File: src/hdl/ring_buffer_deque_core_assert.svh
// Assertion macros for the ring buffer deque core.
`ifndef RING_BUFFER_DEQUE_CORE_ASSERT_SVH
`define RING_BUFFER_DEQUE_CORE_ASSERT_SVH
`ifndef SYNTHESIS
`define RBDQ_ASSERT_IMP(label, clk, rstn, ante, cons) \
    label: assert property (@(posedge clk) disable iff (!(rstn)) (ante) |-> (cons)) \
        else $error("rbdq assertion failed");
`define RBDQ_ASSERT_NXT(label, clk, rstn, ante, cons) \
    label: assert property (@(posedge clk) disable iff (!(rstn)) (ante) |=> (cons)) \
        else $error("rbdq assertion failed");
`else
`define RBDQ_ASSERT_IMP(label, clk, rstn, ante, cons)
`define RBDQ_ASSERT_NXT(label, clk, rstn, ante, cons)
`endif
`endif

File: src/hdl/rbdq_pkg.sv
// Shared types and constants for the ring buffer deque core.
`default_nettype none
package rbdq_pkg;
    localparam int unsigned VALUE_W = 32;
    localparam int unsigned COUNT_W = 4;
    localparam int unsigned CODE_W  = 2;

    typedef enum logic [CODE_W-1:0] {
        ACT_PUSH_FRONT = 2'd0,
        ACT_PUSH_BACK  = 2'd1,
        ACT_POP_FRONT  = 2'd2,
        ACT_POP_BACK   = 2'd3
    } rbdq_action_t;

    typedef enum logic [CODE_W-1:0] {
        ST_OK    = 2'd0,
        ST_EMPTY = 2'd1,
        ST_FULL  = 2'd2
    } rbdq_status_t;

    typedef struct packed {
        logic wr;
        logic rd;
    } rbdq_mem_cmd_t;
endpackage
`default_nettype wire

File: src/hdl/rbdq_store.sv
// Entry store: single-port synchronous memory with a registered read.
`default_nettype none
module rbdq_store
    import rbdq_pkg::*;
#(
    parameter int unsigned DEPTH = 8
) (
    input  wire logic                     aclk,
    input  wire rbdq_mem_cmd_t            cmd,
    input  wire logic [$clog2(DEPTH)-1:0] addr,
    input  wire logic [VALUE_W-1:0]       wdata,
    output logic      [VALUE_W-1:0]       rdata
);
    logic [VALUE_W-1:0] mem [DEPTH];
    logic [VALUE_W-1:0] rdata_reg;

    always_ff @(posedge aclk) begin
        if (cmd.wr) begin
            mem[addr] <= wdata;
        end
        if (cmd.rd) begin
            rdata_reg <= mem[addr];
        end
    end

    assign rdata = rdata_reg;
endmodule
`default_nettype wire

File: src/hdl/ring_buffer_deque_core.sv
// Ring buffer deque core: top level with pointer control and result stage.
//
// Usage:
//   Input channel s_*: s_tuser carries the action (push front, push back,
//   pop front, pop back), s_tdata the value to push (ignored on pops).
//   Result channel m_*: one transaction per input transaction, in order.
//   m_tdata carries the popped value (zero on pushes and refusals) and the
//   entry count after the action; m_tuser carries the status code.
//   A result passes through the first stage (with the memory read register)
//   and then the output register.
//   Throughput: one transaction per cycle while the receiver does not stall,
//   set by the single memory port, which each action uses at most once.
//   A push onto a full deque returns the full status, a pop on an empty
//   deque returns the empty status; neither changes the contents.
//   Reset empties the deque and drops results not yet taken; the memory
//   is not cleared, as no entry is read before it is written.
//   When the receiver stalls, the output register and the stage behind it
//   fill and then s_tready drops until m_tready returns.
`default_nettype none
`include "ring_buffer_deque_core_assert.svh"
module ring_buffer_deque_core
    import rbdq_pkg::*;
#(
    parameter int unsigned DEPTH = 8
) (
    input  wire logic        aclk,
    input  wire logic        aresetn,
    input  wire logic        s_tvalid,
    output logic             s_tready,
    input  wire logic [31:0] s_tdata,  // [31:0] push_value
    input  wire logic [1:0]  s_tuser,  // [1:0] action
    output logic             m_tvalid,
    input  wire logic        m_tready,
    output logic      [39:0] m_tdata,  // [31:0] pop_value, [35:32] fill_count, [39:36] zero
    output logic      [1:0]  m_tuser   // [1:0] status
);
    localparam int unsigned AW = $clog2(DEPTH);
    localparam int unsigned CW = $clog2(DEPTH + 1);
    localparam logic [AW-1:0] LAST_IDX = AW'(DEPTH - 1);
    localparam logic [CW-1:0] FULL_CNT = CW'(DEPTH);

    function automatic logic [AW-1:0] idx_inc(input logic [AW-1:0] i);
        return (i == LAST_IDX) ? '0 : i + 1'b1;
    endfunction

    function automatic logic [AW-1:0] idx_dec(input logic [AW-1:0] i);
        return (i == '0) ? LAST_IDX : i - 1'b1;
    endfunction

    logic [AW-1:0] head_reg, head_next;
    logic [AW-1:0] tail_reg, tail_next;
    logic [CW-1:0] occ_reg, occ_next;

    logic               p1_valid_reg;
    rbdq_status_t       p1_status_reg, p1_status_next;
    logic [COUNT_W-1:0] p1_count_reg;
    logic               p1_rd_reg;

    logic               m_valid_reg;
    rbdq_status_t       m_status_reg;
    logic [COUNT_W-1:0] m_count_reg;
    logic [VALUE_W-1:0] m_value_reg;

    rbdq_action_t       act;
    rbdq_mem_cmd_t      cmd;
    logic [AW-1:0]      mem_addr;
    logic [VALUE_W-1:0] mem_rdata;
    logic               acc;
    logic               p1_adv;
    logic               is_full;
    logic               is_empty;
    logic [CW+COUNT_W-1:0] occ_ext;

    assign act      = rbdq_action_t'(s_tuser);
    assign is_full  = (occ_reg == FULL_CNT);
    assign is_empty = (occ_reg == '0);
    assign p1_adv   = p1_valid_reg && (!m_valid_reg || m_tready);
    assign s_tready = !p1_valid_reg || p1_adv;
    assign acc      = s_tvalid && s_tready;

    always_comb begin
        head_next      = head_reg;
        tail_next      = tail_reg;
        occ_next       = occ_reg;
        p1_status_next = ST_OK;
        cmd            = '0;
        mem_addr       = head_reg;
        unique case (act)
            ACT_PUSH_FRONT: begin
                mem_addr = idx_dec(head_reg);
                if (is_full) begin
                    p1_status_next = ST_FULL;
                end else begin
                    head_next = idx_dec(head_reg);
                    occ_next  = occ_reg + 1'b1;
                    cmd.wr    = acc;
                end
            end
            ACT_PUSH_BACK: begin
                mem_addr = tail_reg;
                if (is_full) begin
                    p1_status_next = ST_FULL;
                end else begin
                    tail_next = idx_inc(tail_reg);
                    occ_next  = occ_reg + 1'b1;
                    cmd.wr    = acc;
                end
            end
            ACT_POP_FRONT: begin
                mem_addr = head_reg;
                if (is_empty) begin
                    p1_status_next = ST_EMPTY;
                end else begin
                    head_next = idx_inc(head_reg);
                    occ_next  = occ_reg - 1'b1;
                    cmd.rd    = acc;
                end
            end
            ACT_POP_BACK: begin
                mem_addr = idx_dec(tail_reg);
                if (is_empty) begin
                    p1_status_next = ST_EMPTY;
                end else begin
                    tail_next = idx_dec(tail_reg);
                    occ_next  = occ_reg - 1'b1;
                    cmd.rd    = acc;
                end
            end
            default: begin
                p1_status_next = ST_OK;
            end
        endcase
    end

    assign occ_ext = {{COUNT_W{1'b0}}, occ_next};

    rbdq_store #(
        .DEPTH (DEPTH)
    ) u_store (
        .aclk  (aclk),
        .cmd   (cmd),
        .addr  (mem_addr),
        .wdata (s_tdata),
        .rdata (mem_rdata)
    );

    always_ff @(posedge aclk) begin
        if (!aresetn) begin
            head_reg     <= '0;
            tail_reg     <= '0;
            occ_reg      <= '0;
            p1_valid_reg <= 1'b0;
            m_valid_reg  <= 1'b0;
        end else begin
            if (acc) begin
                head_reg <= head_next;
                tail_reg <= tail_next;
                occ_reg  <= occ_next;
            end
            if (acc) begin
                p1_valid_reg <= 1'b1;
            end else if (p1_adv) begin
                p1_valid_reg <= 1'b0;
            end
            if (p1_adv) begin
                m_valid_reg <= 1'b1;
            end else if (m_tready) begin
                m_valid_reg <= 1'b0;
            end
        end
    end

    always_ff @(posedge aclk) begin
        if (acc) begin
            p1_status_reg <= p1_status_next;
            p1_count_reg  <= occ_ext[COUNT_W-1:0];
            p1_rd_reg     <= cmd.rd;
        end
        if (p1_adv) begin
            m_status_reg <= p1_status_reg;
            m_count_reg  <= p1_count_reg;
            m_value_reg  <= p1_rd_reg ? mem_rdata : '0;
        end
    end

    assign m_tvalid = m_valid_reg;
    assign m_tdata  = {4'b0, m_count_reg, m_value_reg};
    assign m_tuser  = m_status_reg;

    `RBDQ_ASSERT_IMP(a_occ_bound, aclk, aresetn, 1'b1, occ_reg <= FULL_CNT)
    `RBDQ_ASSERT_IMP(a_ptr_meet, aclk, aresetn, is_empty || is_full, head_reg == tail_reg)
    `RBDQ_ASSERT_NXT(a_pop_empty, aclk, aresetn,
        acc && is_empty && (act == ACT_POP_FRONT || act == ACT_POP_BACK),
        p1_status_reg == ST_EMPTY && !p1_rd_reg)
    `RBDQ_ASSERT_NXT(a_p1_hold, aclk, aresetn, p1_valid_reg && !p1_adv, p1_valid_reg)
endmodule
`default_nettype wire

File: config.mk
export PLATFORM = sky130hd
export DESIGN_NAME = ring_buffer_deque_core
export DESIGN_NICKNAME = d
export VERILOG_FILES = /design/src/hdl/rbdq_pkg.sv /design/src/hdl/rbdq_store.sv /design/src/hdl/ring_buffer_deque_core.sv
export VERILOG_INCLUDE_DIRS = /design/src /design/src/hdl
export SDC_FILE = /design/constraint.sdc
export NUM_CORES = 1
export LEC_CHECK = 0
export ABC_CLOCK_PERIOD_IN_PS = 8200
export BUFFER_PORTS_ARGS = -buffer_cell sky130_fd_sc_hd__buf_2
export CORE_UTILIZATION = 40
export DETAILED_ROUTE_END_ITERATION = 6
export SYNTH_ARGS = -nofsm -noshare
export SYNTH_HDL_FRONTEND = slang
export SYNTH_SLANG_ARGS = --single-unit
File: constraint.sdc
create_clock -name aclk -period 8.2 [get_ports aclk]
set_input_delay 0 -clock aclk [delete_from_list [all_inputs] [get_ports aclk]]
set_output_delay 0 -clock aclk [all_outputs]
set_load 0.03 [all_outputs]
### After elaboration in Yosys (flattened, before gate mapping)

Memory sizes are Yosys's and may differ from the RTL's. A register that Yosys moved wholly into a read port is not among the register bits.
Cells that the tools add are included.
W data, S select, Z words.

| operators by class | value |
|---|---|
| muxes and demuxes | 27 |
| add/sub/neg operators | 6 |
| reduce and logical (&&, ||, !) cells | 18 |
| equality and inequality tests | 10 |

Operator list:

| operator | count |
|---|---|
| $mux W3 | 8 |
| $pmux W3 S2 | 2 |
| $pmux W3 S4 | 1 |
| $mux W1 | 11 |
| $mux W4 | 2 |
| $ne A2 B2 Y1 const B | 4 |
| $pmux W4 S2 | 1 |
| $reduce_and A4 Y1 | 2 |
| $reduce_bool A2 Y1 | 4 |
| $add A3 B1 Y3 const B | 2 |
| $eq A3 B3 Y1 const B | 2 |
| $logic_not A3 Y1 | 2 |
| $sub A3 B1 Y3 const B | 2 |
| $add A4 B1 Y4 const B | 1 |
| $eq A2 B2 Y1 const B | 2 |
| $eq A4 B4 Y1 const B | 1 |
| $logic_not A4 Y1 | 1 |
| $pmux W2 S2 | 1 |
| $reduce_or A2 Y1 | 2 |
| $sub A4 B1 Y4 const B | 1 |
| $eq A2 B1 Y1 const B | 1 |
| $logic_and A1 B1 Y1 | 2 |
| $logic_not A1 Y1 | 2 |
| $logic_not A2 Y1 | 1 |
| 2 further kinds | 3 |

| storage, ports and cells | value |
|---|---|
| memory bits (writable) | 256 |
| output and inout port bits | 44 |
| memories kept | 1 |
| logic and storage cells | 73 |
| input bits | 38 |
| flip-flop bits (word level) | 57 |

Memory list:

| name | words | width | read ports | clocked after Yosys merged registers in | wr ports | RTL line | source |
|---|---|---|---|---|---|---|---|
| u_store.mem | 8 | 32 | 1 | 1 | 1 | rbdq_store.sv:14 | `logic [VALUE_W-1:0] mem [DEPTH];` |

### Depth between registers and ports, before layout

| depth | value |
|---|---|
| depth after elaboration | 9 |
| mapped depth | 10 |
| mapped depth without buffers | 8 |

### Modules after synthesis

Synthesis repeated with hierarchy kept, for this count alone.

| second synthesis, totals | value |
|---|---|
| cell total of the unflattened synthesis | 665 |
| area, all modules | 13,467.9 sq um |

Modules (own cells, without submodules):

| module | area each (sq um) | cells an instance | seq. area each (sq um) | instances |
|---|---|---|---|---|
| rbdq_store | 10,820.4 | 453 | 8,648.3 | 1 |
| ring_buffer_deque_core | 2,647.5 | 212 | 1,591.5 | 1 |

### Worst setup path after synthesis

OpenSTA, ideal clock, no wires.

| timing path | value |
|---|---|
| path type | flip-flop to flip-flop |
| from | register tail_reg[0] |
| to | memory u_store.mem[1][0] (enable) |
| required time | 7.739 ns |
| path slack | 3.594 ns |
| stages on the path, launching flop included | 11 |
| arrival time | 4.144 ns |
| cells stage by stage | dfxtp_1 inv_1 ha_1 ha_1 and2_1 o31ai_1 or2_0 buf_2 buf_6 or2_2 nor3_1 |

| on the way | value |
|---|---|
| longest elaborated chain between the ends | 3 |

RTL lines:

| item | RTL line | source |
|---|---|---|
| start, declared | ring_buffer_deque_core.sv:51 | `logic [AW-1:0] tail_reg, tail_next;` |
| start signal, assigned | ring_buffer_deque_core.sv:157 | `tail_reg <= tail_next;` |
| $sub A3 B1 Y3 / $logic_not A3 Y1 (equally long branches) | ring_buffer_deque_core.sv:47 | `return (i == '0) ? LAST_IDX : i - 1'b1;` |
| $mux W3 | ring_buffer_deque_core.sv:47 |  |
| $pmux W3 S4 (*) | ring_buffer_deque_core.sv:88 | `unique case (act)` |
| end, declared | rbdq_store.sv:14 |  |

Every way passes the cells marked *; elsewhere a longest branch is shown, timed or not.

### Worst setup path in the final report

| timing path | value |
|---|---|
| from | register tail_reg[0] |
| to | register u_store.rdata_reg[9], in the netlist u_store.rdata[9] (read register of u_store.mem), data pin |

| on the way | value |
|---|---|
| longest elaborated chain between the ends | 3 |

RTL lines:

| item | RTL line | source |
|---|---|---|
| $sub A3 B1 Y3 / $logic_not A3 Y1 (equally long branches) | ring_buffer_deque_core.sv:47 |  |
| $mux W3 | ring_buffer_deque_core.sv:47 |  |
| $pmux W3 S4 (*) | ring_buffer_deque_core.sv:88 |  |
| end, declared | rbdq_store.sv:15 | `logic [VALUE_W-1:0] rdata_reg;` |

Marks and branches as above.
A chain may end at the register's enable or synchronous reset.

==> summary.md <==
| Metric | Value |
|---|---|
| Area of the core | 33500 um^2 |
| Port bufs | 77 |
| Crit start category | flop |
| Gr usage total | 16.6% |
| Post-synth EDFFs | 333 |
| Iteration-0 DRC Markers | 607 |
| GRT overflow | 0 |
| Post-Syn Area | 13700 um^2 |
| Top cell type's share of synthesized area | 73.2% |
| Hold depth | 2 |
| Max Clock Skew | 0.0204 ns |
| Synth Flop Type | edfxtp_1 |
| Final setup violation count | 0 |
| Yosys reg bits | 345 |
| Number of flip-flops in the largest register | 256 |
| Synth Instances | 862 |
| Area contributors post-synth | edfxtp_1 (73%), and3_1 (5.9%), a211oi_1 (5.5%) |
| CP Capture Type | flop |
| Leakage | 5.48 nW |
| Syn. warnings | 0 |
| HP Class | in2reg |
| Actual slew at the worst max-slew pin | 1.26 ns |
| Post-CTS setup buffers | 0 |
| Slew Viols, Final | 0 |
| R2R Path End | u_store.rdata[9] |
| CTS H-tree lvls | 2 |
| CTS Sinks | 345 |
| Largest net degree at the start of global routing | 117 |
| Clk_lat worst skew | 0.52 ns |
| Final HPWL DP | 15600 um |
| Fillers | 2917 |
| Multi-input combinational cell area | 3110 um^2 |
| Worst r2r path cells | 9 |
| Post-Route WL | 28800 um |
| ANT nets after route | 0 |
| Post-synthesis cell type count | 52 |
| Worst EP required | 8.42 ns |
| Share of post-route cells with drive strength above 1 | 16.5% |
| Vias | 7822 |
| R2r setup slk | 4.41 ns |
| Setup TNS | 0 ns |
| Final critical-path share of the clock period | 46.2% |
| DIE HEIGHT | 187 um |
| Full die area | 34900 um^2 |
| Critical R2R Launch | tail_reg[0] |
| Minimum clock period | 3.79 ns |
| Slew margin rel. | 15.5% |
| Vias per inst | 5.45 |
| I/O Pins | 82 |
| CTS buffer count | 36 |
| DR DRC count | 0 |
| F_max | 264 MHz |
| Hold_sp | s_tdata[18] |
| Cts repair resizes | 0 |
| PwrDens | 249 nW/um^2 |
| Status | complete, no violations |
| Vias in the first global route | 7796 |
| Area after DPL | 14500 um^2 |
| Register area share after synthesis | 75.0% |
| Hold-fix buffers, CTS | 38 |
| Total power | 0.00397 W |
| Worst Path Arrival | 4.01 ns |
| Worst Path Max Fanout | 94 |
| Post-route cell area | 15900 um^2 |
| Final hold vios | 0 |
| Number of max-cap violations | 0 |
| Initial Utilization | 40.7% |
| Row count | 67 |
| RSZ-0062 raised after global routing | false |
| First-pass GRT wire length | 45200 um |
| Routed len/inst | 20.1 um |
| Chip width | 187 um |
| Gpl congestion | 0.750 |
| Clock transition at path regs | 0.06 ns |
| CTS Root Cell | clkbuf_16 |
| CTS tree | built |
| Worst VDD drop | 0.130 mV |
| Drt pass-1 iters | 5 |
| Sequential Area | 10200 um^2 |
| Average size of a mapped cell | 15.8 um^2 |
| WS Path Type | reg2reg |
| Initial antenna violation count | 1 |
| Hold Path End | u_store.mem[7][18] |
| Post-layout nets | 1011 |
| Yosys top cell by area | edfxtp_1 |
| Area Overhead vs Synth | 16.6% |
| Async set-or-reset flop fraction in the synthesized netlist | 0% |
| Clock tree buffer depth | 3 |
per-layer routing:
| layer | track usage [%] | wire [um] | up-vias | share of wire [%] |
|---|---|---|---|---|
| li1 | - | - | 3667 | - |
| met1 | 22.7 | 13000 | 3899 | 45 |
| met2 | 27.0 | 13900 | 206 | 48 |
| met3 | 2.86 | 1260 | 50 | 4.4 |
| met4 | 5.39 | 731 | 0 | 2.5 |
| met5 | 0 | 0 | - | 0 |
cell type report:
class                      instances  share of cell area [%]
multi-input combinational        436                    19.5
clock inverter                    15                   0.786
timing repair buffer             129                    5.47
antenna                            1                  0.0157
sequential                       345                    64.3
inverter                          15                   0.354
clock buffer                      45                    6.00
tap                              448                    3.52
cells by family after synthesis:
logic type,count (synthesis),synth area share (%)
compound gates,161,9.60
other cells,1,0.0275
xor+xnor,4,0.257
simple gates,254,11.0
flops,345,75.0
fa+ha+maj,10,0.917
mux,3,0.229
buf+inv,84,2.94
synth_stat cells (all sizes together) (3+ instances only):
cell type and number:
edfxtp 333, and3 129, a211oi 100, clkbuf 38, a2111oi 34, and2 34
nor4 32, buf 31, nor2 19, nand2 15, inv 14, dfxtp 12
ha 10, nor3 8, a21oi 7, nor2b 4, nand2b 3, nand3b 3
o211ai 3, xnor2 3
stage by stage:
step / utilization [%] / instances / setup WS, ns / hold WS (ns)
finish: 47.5 / 1434 / 4.41 / 0.294
global route: 47.5 / 1434 / 4.17 / 0.318
CTS: 47.5 / 1433 / 4.40 / 0.287
detailed placement: 43.1 / 1335 / 4.39 / 0.266
global placement: 43.1 / 1335 / 4.48 / 0.270
floorplan: - / 865 / 3.59 / 0.0989
worst max path at each step:
stage	start	to	slack, ns
after detailed placement	tail_reg[0]	u_store.mem[1][5]	4.39
final	tail_reg[0]	u_store.rdata[9]	4.41
after global placement	tail_reg[0]	u_store.rdata[9]	4.48
after global routing	tail_reg[0]	u_store.mem[4][0]	4.17
after floorplan	tail_reg[0]	u_store.mem[1][0]	3.59
after CTS	tail_reg[0]	u_store.mem[1][9]	4.40
worst max-delay path, cell delays in order (launching register included):
cell       delay (ns)
dfxtp_1          0.42
inv_1            0.07
ha_1             0.19
ha_1             0.23
o221ai_4         0.17
buf_4            0.41
nand2_4          0.38
buf_4            0.55
a2111oi_0        0.92
nor4_1           0.14
report_power, final:
part / leakage (nW) / switching [W] / internal [W]
combinational: 1.81 / 0.000280 / 0.000133
sequential: 3.14 / 0.0000223 / 0.00202
clock: 0.532 / 0.000631 / 0.000886
total: 5.48 / 0.000933 / 0.00304
layout by cell type, fill, tap and decap left out, types with 4 or more instances in the layout:
cell,instances
a2111oi_0,20
a2111oi_1,6
a2111oi_2,8
a211oi_1,100
a21oi_1,7
and2_1,34
and3_1,129
buf_2,77
buf_4,14
clkbuf_1,8
clkbuf_16,37
clkinv_1,7
clkinv_2,5
conb_1,4
dfxtp_1,12
dlygate4sd3_1,38
edfxtp_1,333
ha_1,10
inv_1,13
nand2_1,13
nor2_1,15
nor2_4,4
nor2b_1,4
nor3_2,5
nor4_1,32
No activity file was read; power rests on OpenSTA's default activity.
